===== src/contiguous_frame_allocator_core_assert.svh =====
// assertion macros used by the frame allocator sequencer
`ifndef CONTIGUOUS_FRAME_ALLOCATOR_CORE_ASSERT_SVH
`define CONTIGUOUS_FRAME_ALLOCATOR_CORE_ASSERT_SVH

`ifndef SYNTHESIS
`define CFA_ASSERT_SAME(label, ante, cons) \
	label: assert property (@(posedge clk) disable iff (!arst_n) (ante) |-> (cons)) \
		else $error("assertion failed");
`define CFA_ASSERT_NEXT(label, ante, cons) \
	label: assert property (@(posedge clk) disable iff (!arst_n) (ante) |=> (cons)) \
		else $error("assertion failed");
`else
`define CFA_ASSERT_SAME(label, ante, cons)
`define CFA_ASSERT_NEXT(label, ante, cons)
`endif

`endif


===== src/cfa_pkg.sv =====
// shared types and constants of the frame allocator
`timescale 1ns / 1ps
package cfa_pkg;

	localparam logic [1:0] CMD_INIT  = 2'd0;
	localparam logic [1:0] CMD_ALLOC = 2'd1;
	localparam logic [1:0] CMD_FREE  = 2'd2;

	localparam logic REG_SEARCH_START = 1'b0;
	localparam logic REG_RESERVED     = 1'b1;

	localparam int CMD_W   = 2;
	localparam int FRAME_W = 10;
	localparam int COUNT_W = 11;

	typedef enum logic [2:0] {
		ST_BOOT,
		ST_IDLE,
		ST_SCAN,
		ST_FILL,
		ST_RESP
	} state_t;

	typedef enum logic [1:0] {
		DP_HOLD,
		DP_LOAD,
		DP_SCAN,
		DP_FILL
	} dp_op_t;

	typedef struct packed {
		dp_op_t op;
	} ctl_t;

	typedef struct packed {
		logic go_scan;
		logic found;
		logic exhausted;
		logic fill_done;
	} sts_t;

endpackage


===== src/cfa_ctrl.sv =====
// command sequencer of the frame allocator
`timescale 1ns / 1ps
`include "contiguous_frame_allocator_core_assert.svh"
module cfa_ctrl (
	input  logic          clk,
	input  logic          arst_n,
	input  logic          start,
	input  cfa_pkg::sts_t sts,
	output cfa_pkg::ctl_t ctl,
	output logic          busy,
	output logic          done
);

	cfa_pkg::state_t state_q, state_d;

	always_ff @(posedge clk or negedge arst_n) begin
		if (!arst_n) begin
			state_q <= cfa_pkg::ST_BOOT;
		end else begin
			state_q <= state_d;
		end
	end

	always_comb begin
		state_d = state_q;
		case (state_q)
			cfa_pkg::ST_BOOT: begin
				if (sts.fill_done) state_d = cfa_pkg::ST_IDLE;
			end
			cfa_pkg::ST_IDLE: begin
				if (start) state_d = sts.go_scan ? cfa_pkg::ST_SCAN : cfa_pkg::ST_FILL;
			end
			cfa_pkg::ST_SCAN: begin
				if (sts.found) state_d = cfa_pkg::ST_FILL;
				else if (sts.exhausted) state_d = cfa_pkg::ST_RESP;
			end
			cfa_pkg::ST_FILL: begin
				if (sts.fill_done) state_d = cfa_pkg::ST_RESP;
			end
			cfa_pkg::ST_RESP: begin
				state_d = cfa_pkg::ST_IDLE;
			end
			default: begin
				state_d = cfa_pkg::ST_IDLE;
			end
		endcase
	end

	always_comb begin
		ctl.op = cfa_pkg::DP_HOLD;
		busy   = 1'b1;
		done   = 1'b0;
		case (state_q)
			cfa_pkg::ST_BOOT: begin
				ctl.op = cfa_pkg::DP_FILL;
			end
			cfa_pkg::ST_IDLE: begin
				busy = 1'b0;
				if (start) ctl.op = cfa_pkg::DP_LOAD;
			end
			cfa_pkg::ST_SCAN: begin
				ctl.op = cfa_pkg::DP_SCAN;
			end
			cfa_pkg::ST_FILL: begin
				ctl.op = cfa_pkg::DP_FILL;
			end
			cfa_pkg::ST_RESP: begin
				done = 1'b1;
			end
			default: begin
				ctl.op = cfa_pkg::DP_HOLD;
			end
		endcase
	end

	`CFA_ASSERT_NEXT(a_done_one_cycle, done, !done)
	`CFA_ASSERT_NEXT(a_accept_goes_busy, start && !busy, busy && !done)
	`CFA_ASSERT_NEXT(a_done_then_idle, done, !busy)
	`CFA_ASSERT_SAME(a_scan_exits_clean, state_q == cfa_pkg::ST_SCAN,
		!(sts.found && sts.exhausted))

endmodule


===== src/cfa_dpath.sv =====
// bitmap memory, scan pipeline and range writer of the frame allocator
`timescale 1ns / 1ps
module cfa_dpath #(
	parameter int NUM_FRAMES = 1024
) (
	input  logic                         clk,
	input  logic                         arst_n,
	input  cfa_pkg::ctl_t                ctl,
	output cfa_pkg::sts_t                sts,
	input  logic [cfa_pkg::CMD_W-1:0]    cmd,
	input  logic [cfa_pkg::FRAME_W-1:0]  frame_start,
	input  logic [cfa_pkg::COUNT_W-1:0]  frame_count,
	input  logic                         cfg_we,
	input  logic                         cfg_sel,
	input  logic [cfa_pkg::COUNT_W-1:0]  cfg_wdata,
	output logic                         ok,
	output logic [cfa_pkg::FRAME_W-1:0]  first_frame
);

	localparam int AW = (NUM_FRAMES > 1) ? $clog2(NUM_FRAMES) : 1;
	localparam int NW = AW + 1;
	localparam int CW = (NW > 12) ? NW : 12;
	localparam logic [NW-1:0] N_P = NW'(NUM_FRAMES);
	localparam logic [CW-1:0] N_C = CW'(NUM_FRAMES);

	logic mem [NUM_FRAMES];

	logic [cfa_pkg::FRAME_W-1:0] search_start_q;
	logic [cfa_pkg::COUNT_W-1:0] reserved_q;

	logic [NW-1:0] ptr_q, stop_q, split_q;
	logic          mark_val_q;
	logic [cfa_pkg::COUNT_W-1:0] count_q, run_q, run_n;
	logic          vld_s1, rd_s1;
	logic [NW-1:0] idx_s1;
	logic          ok_q;
	logic [cfa_pkg::FRAME_W-1:0] first_q;

	logic [CW-1:0] free_end, res_c, mark_first;
	logic          alloc_ok, free_ok, issue, fill_we;

	assign free_end   = CW'(frame_start) + CW'(frame_count);
	assign res_c      = (CW'(reserved_q) > N_C) ? N_C : CW'(reserved_q);
	assign alloc_ok   = (frame_count != '0) && (CW'(search_start_q) < N_C);
	assign free_ok    = (free_end <= N_C);
	assign issue      = (ptr_q < N_P);
	assign fill_we    = (ctl.op == cfa_pkg::DP_FILL) && (ptr_q != stop_q);
	assign run_n      = rd_s1 ? '0 : run_q + cfa_pkg::COUNT_W'(1);
	assign mark_first = CW'(idx_s1) + CW'(1) - CW'(count_q);

	assign sts.go_scan   = (cmd == cfa_pkg::CMD_ALLOC) && alloc_ok;
	assign sts.found     = vld_s1 && (run_n == count_q);
	assign sts.exhausted = !vld_s1 && !issue;
	assign sts.fill_done = (ptr_q == stop_q);

	assign ok          = ok_q;
	assign first_frame = first_q;

	always_ff @(posedge clk or negedge arst_n) begin
		if (!arst_n) begin
			search_start_q <= '0;
			reserved_q     <= '0;
		end else if (cfg_we) begin
			if (cfg_sel == cfa_pkg::REG_SEARCH_START) begin
				search_start_q <= cfg_wdata[cfa_pkg::FRAME_W-1:0];
			end else begin
				reserved_q <= cfg_wdata;
			end
		end
	end

	// bitmap: one read port for the scan, one write port for range fills
	always_ff @(posedge clk) begin
		if (fill_we) begin
			mem[ptr_q[AW-1:0]] <= (ptr_q < split_q) ? mark_val_q : 1'b0;
		end
		rd_s1  <= mem[ptr_q[AW-1:0]];
		idx_s1 <= ptr_q;
	end

	always_ff @(posedge clk or negedge arst_n) begin
		if (!arst_n) begin
			// reset pass clears the whole map
			ptr_q      <= '0;
			stop_q     <= N_P;
			split_q    <= '0;
			mark_val_q <= 1'b0;
			vld_s1     <= 1'b0;
			run_q      <= '0;
			count_q    <= '0;
			ok_q       <= 1'b0;
			first_q    <= '0;
		end else begin
			case (ctl.op)
				cfa_pkg::DP_LOAD: begin
					vld_s1  <= 1'b0;
					run_q   <= '0;
					count_q <= frame_count;
					first_q <= '0;
					ok_q    <= 1'b0;
					ptr_q   <= '0;
					stop_q  <= '0;
					split_q <= '0;
					case (cmd)
						cfa_pkg::CMD_INIT: begin
							stop_q     <= N_P;
							split_q    <= res_c[NW-1:0];
							mark_val_q <= 1'b1;
							ok_q       <= 1'b1;
						end
						cfa_pkg::CMD_ALLOC: begin
							if (alloc_ok) ptr_q <= NW'(search_start_q);
						end
						cfa_pkg::CMD_FREE: begin
							if (free_ok) begin
								ptr_q      <= NW'(frame_start);
								stop_q     <= free_end[NW-1:0];
								split_q    <= free_end[NW-1:0];
								mark_val_q <= 1'b0;
								ok_q       <= 1'b1;
							end
						end
						default: begin
							ok_q <= 1'b0;
						end
					endcase
				end
				cfa_pkg::DP_SCAN: begin
					if (sts.found) begin
						// run ends at idx_s1: mark it and report its head
						ptr_q      <= mark_first[NW-1:0];
						stop_q     <= idx_s1 + NW'(1);
						split_q    <= idx_s1 + NW'(1);
						mark_val_q <= 1'b1;
						ok_q       <= 1'b1;
						first_q    <= mark_first[cfa_pkg::FRAME_W-1:0];
						vld_s1     <= 1'b0;
					end else begin
						vld_s1 <= issue;
						if (issue) ptr_q <= ptr_q + NW'(1);
						if (vld_s1) run_q <= run_n;
					end
				end
				cfa_pkg::DP_FILL: begin
					if (fill_we) ptr_q <= ptr_q + NW'(1);
				end
				default: begin
					vld_s1 <= 1'b0;
				end
			endcase
		end
	end

endmodule


===== src/contiguous_frame_allocator_core.sv =====
// top level of the first-fit contiguous frame allocator
`timescale 1ns / 1ps
// First-fit frame allocator over a one-bit-per-frame bitmap memory. Pulse start while busy
// is low to issue init, alloc or free; exactly one result beat follows, shown for a single
// cycle with done high, and the receiver must take it then. All timing is set by the
// single bitmap memory, which is read or written one frame per cycle: init writes the
// whole map, free clears its range, and alloc scans upward from search_start and then
// marks the frames of the run it found. After reset the block stays busy while it
// clears the map; configuration writes are taken at any time but belong in idle periods.
module contiguous_frame_allocator_core #(
	parameter int NUM_FRAMES = 1024
) (
	input  logic                         clk,
	input  logic                         arst_n,
	input  logic                         start,
	output logic                         busy,
	input  logic [cfa_pkg::CMD_W-1:0]    cmd,
	input  logic [cfa_pkg::FRAME_W-1:0]  frame_start,
	input  logic [cfa_pkg::COUNT_W-1:0]  frame_count,
	output logic                         done,
	output logic                         ok,
	output logic [cfa_pkg::FRAME_W-1:0]  first_frame,
	input  logic                         cfg_valid,
	output logic                         cfg_ready,
	input  logic                         cfg_index,
	input  logic [cfa_pkg::COUNT_W-1:0]  cfg_data
);

	cfa_pkg::ctl_t ctl;
	cfa_pkg::sts_t sts;

	assign cfg_ready = 1'b1;

	cfa_ctrl u_ctrl (
		.clk    (clk),
		.arst_n (arst_n),
		.start  (start),
		.sts    (sts),
		.ctl    (ctl),
		.busy   (busy),
		.done   (done)
	);

	cfa_dpath #(
		.NUM_FRAMES (NUM_FRAMES)
	) u_dpath (
		.clk         (clk),
		.arst_n      (arst_n),
		.ctl         (ctl),
		.sts         (sts),
		.cmd         (cmd),
		.frame_start (frame_start),
		.frame_count (frame_count),
		.cfg_we      (cfg_valid && cfg_ready),
		.cfg_sel     (cfg_index),
		.cfg_wdata   (cfg_data),
		.ok          (ok),
		.first_frame (first_frame)
	);

endmodule


===== config.mk =====
export PLATFORM = sky130hd
export DESIGN_NAME = contiguous_frame_allocator_core
export DESIGN_NICKNAME = d
export VERILOG_FILES = /design/src/cfa_pkg.sv /design/src/cfa_ctrl.sv /design/src/cfa_dpath.sv /design/src/contiguous_frame_allocator_core.sv
export VERILOG_INCLUDE_DIRS = /design/src /design/src/src
export SDC_FILE = /design/constraint.sdc
export NUM_CORES = 2
export LEC_CHECK = 0
export BUFFER_PORTS_ARGS = -buffer_cell sky130_fd_sc_hd__buf_2
export CORE_AREA = 3 3 385 387
export CTS_CLUSTER_SIZE = 30
export DETAILED_ROUTE_END_ITERATION = 10
export DIE_AREA = 0 0 388 390
export PLACE_DENSITY_LB_ADDON = 0.08
export SLEW_MARGIN = 20
export SYNTH_ARGS = -nofsm -noshare
export SYNTH_HDL_FRONTEND = slang
export SYNTH_SLANG_ARGS = --single-unit

===== constraint.sdc =====
create_clock -name clk -period 24.1 [get_ports clk]
set_input_delay 1.205 -clock clk [delete_from_list [all_inputs] [get_ports clk]]
set_output_delay 1.205 -clock clk [all_outputs]
set_load 0.02 [all_outputs]

==> results by group <==
Placement
  – GP Congestion: 0.775
  – Pre-CTS worst setup slack: 18050 ps
  – PortBufs: 51
  – Post-DP HPWL: between 90 and 100 mm

Detailed routing
  – DRT iter0 DRCs: 3150
  – Via/cell ratio: roughly 5.5
  – ANT nets after route: 0
  – Routed WL: between 150 and 200 mm
  – Drt pass-1 iters: 5
  – DR vias: 32400
  – Routed wire per std cell: between 20 and 30 µm
  – DRC viols: 0

Synthesis
  – Synth Instances: 3902
  – Ys flop type: edfxtp_1
  – Sequential area share after synthesis: 65.6%
  – YS warnings: 0
  – Syn nets: 3994
  – Synthesized area per cell: ~13 µm²
  – Async SR Flop Fraction: under 10%
  – Synth unique cells: 81
  – Post-Synthesis Cell Area: 0.0507 mm²
  – Post-synth EDFFs: between 1000 and 1500
  – Seq cells post-synth: 1128

Worst setup path
  – CP bufs+invs: 3
  – Max FO, Critical Path: 103
  – Critical Path Source Type: flip-flop
  – Reg2Reg Depth: 12
  – CP endpoint kind: flip-flop
  – CP arrival: approximately 6500 ps
  – CP max stage delay: around 840 ps
  – CP cell instances: nand2b_1, a21o_1, a21o_1, a21o_1, a21o_1, a21o_1, a21o_1, a21oi_1, o2111a_4, buf_4, buf_4, buf_4
  – CP Data Required Time: 24530 ps
  – Slowest CP cell: buf_4
  – Delay-heaviest family, CP: buffers and inverters
  – Levels on crit path: 12
  – WS Path Type: flip-flop to flip-flop
  – Most used cell, CP: a21o_1

Global routing
  – Vias in the first global route: 32300
  – First-pass GRT wire length: 244 mm
  – Maximum number of pins on one net before global-route repair: 258
  – GRT Resource Usage Total: 22.4%
  – GR Overflow Total: 0
  – Initial antenna violation count: 5

Cells and area
  – Nets: 3935
  – Share of cells above drive strength 1: 15.2%
  – Final Core Density: about two fifths
  – Most common cell after layout, fill and taps aside: nor2_1
  – Area grow syn2layout: 12.6%
  – Most frequent cells in the layout: nor2_1 (1107), edfxtp_1 (1024), mux2i_1 (200)

Clock tree
  – Total CTS buffers: roughly 140
  – Post-cts resize count: 0
  – # H-tree levels: 4
  – Post-CTS setup buffer count: 0
  – Hold_buf cts: 0
  – Clk_lat worst skew: 770 ps
  – Clock Pin Slew Worst Setup and Hold Paths: 60 ps
  – TritonCTS clock tree: yes
  – Clock Tree Buf Depth: 3
  – CTS Root Cell: clkbuf_16
  – Clk sink count: about 1100

Timing
  – Max Freq: between 0.15 and 0.2 GHz
  – Tcrit/Tclk final: roughly 25%
  – Clock Skew: 31.1 ps
  – Worst slew pin tran: approximately 1100 ps
  – Setup violators final: 0
  – Total Neg Setup Slack: 0 ps
  – Worst Slack Setup Final: 18070 ps
  – Post-layout minimum cycle time: approximately 6000 ps
  – Slew headroom: 24.0%
  – Fin. max-slew vios: 0
  – RSZ-0062 raised after global routing: false
  – Final hold violation count: 0

Floorplanning
  – DIE HEIGHT: 390 µm
  – I/O pin cnt: 53
  – Starting Density: 34.9%
  – Area of the core: roughly 0.15 mm²
  – Die area: 0.151 mm²
  – Die width: 388 µm
  – Row count: 140

Power
  – NetSw: 0.00297 W
  – Internal: 0.00480 W
  – Sequential Power Share: 39.1%
  – Sw frac: 38.3%
  – PD cells: 136 mW/mm²
  – Total power draw: 0.00777 W
  – Max IR drop VDD: 0.246 mV
  – Pleak: 17.8 nW
  – Comb power frac: 36.1%
  – Clock power frac: 24.8%

Job
  – Total of max-cap violations: 0

Min path
  – Worst hold-check path type: input pin to async pin

Run status
  – Outcome: finished, final reports clean
==> layer usage <==
| layer | routed length (µm) | up-vias | track usage (%) |
|---|---|---|---|
| li1 | - | 14100 | - |
| met1 | 76700 | 17200 | 31.4 |
| met2 | 82000 | 883 | 37.0 |
| met3 | 8140 | 201 | 2.99 |
| met4 | 3430 | 0 | 5.25 |
| met5 | 0 | - | 0 |
==> logic make-up (layout without fill, tap and decap cells) <==
logic type / count (synthesis) / in the layout / synth area share (%)
compound gates: 400 / 400 / 5.28
xor+xnor: 51 / 51 / 0.880
fa+ha+maj: 53 / 53 / 1.34
buf+inv: 393 / 428 / 3.04
flops: 1128 / 1128 / 65.6
mux: 396 / 396 / 11.9
other cells: 1 / 2 / 0.00739
simple gates: 1480 / 1480 / 12.0
==> power groups by stage <==
stage	clock network, W	logic (W)	registers (W)
3_5_place_dp	0	0.00283	0.00308
2_1_floorplan	0	0.00161	0.00339
3_3_place_gp	0	0.00282	0.00308
6_report	0.00193	0.00281	0.00304
5_1_grt	0.00204	0.00302	0.00305
4_1_cts	0.00197	0.00283	0.00304
==> cell type report <==
cell class	instances	area (µm²)
Antenna cell	1	2.50
Clock buffer	173	3670
Clock inverter	59	402
Fill cell	13800	88100
Inverter	50	188
Multi-Input combinational cell	2381	16100
Sequential cell	1128	33300
Tap cell	1917	2400
Timing Repair Buffer	146	1010
==> final timing paths <==
path	from	to	slack [ps]
hold / removal	arst_n	u_dpath.run_q[8]$_DFFE_PN0P_	360
setup reg to reg	u_dpath.ptr_q[0]$_DFFE_PN0P_	u_dpath.mem[169]$_DFFE_PP_	18070
max in group asynchronous	arst_n	u_dpath.ptr_q[1]$_DFFE_PN0P_	22370
hold reg to reg	u_dpath.stop_q[10]$_DFFE_PN1P_	u_dpath.stop_q[10]$_DFFE_PN1P_	510
setup / recovery	u_dpath.ptr_q[0]$_DFFE_PN0P_	u_dpath.mem[169]$_DFFE_PP_	18070
min in group clk	u_dpath.stop_q[10]$_DFFE_PN1P_	u_dpath.stop_q[10]$_DFFE_PN1P_	510
==> flip-flops by register name, summed over array words and instances, names as in the netlist <==
register                count
u_ctrl.state_q              3
u_dpath.count_q            11
u_dpath.first_frame        10
u_dpath.idx_s1             11
u_dpath.mark_val_q          1
u_dpath.mem              1024
u_dpath.ok                  1
u_dpath.ptr_q              11
u_dpath.rd_s1               1
u_dpath.reserved_q         11
u_dpath.run_q              11
u_dpath.search_start_q     10
u_dpath.split_q            11
u_dpath.stop_q             11
u_dpath.vld_s1              1
==> through the flow <==
stage | hold slack, ps | std cells | area [µm²]
final | 361 | 5855 | 57100
after global routing | 348 | 5854 | 57100
after CTS | 307 | 5854 | 57100
after detailed placement | 499 | 5622 | 53000
after global placement | 487 | 5622 | 53000
after floorplan | 369 | 3902 | 50700
==> Yosys cell counts (22+ instances only) <==
library cell | n | area (µm²)
nand3_1 | 46 | 230
clkbuf_1 | 285 | 1070
o22ai_1 | 84 | 526
buf_1 | 27 | 101
nand2_1 | 154 | 578
dfrtp_1 | 91 | 2280
a21oi_1 | 57 | 285
o21ai_0 | 68 | 340
inv_1 | 50 | 188
mux2i_1 | 200 | 2000
nand4_1 | 23 | 144
buf_2 | 22 | 110
nor3_1 | 30 | 150
xor2_1 | 27 | 236
a22oi_1 | 47 | 353
ha_1 | 51 | 638
nor2_1 | 1111 | 4170
nor4_1 | 26 | 163
xnor2_1 | 24 | 210
edfxtp_1 | 1024 | 30700
mux2_2 | 35 | 394
mux4_2 | 161 | 3630
No activity file was read; power rests on OpenSTA's default activity.
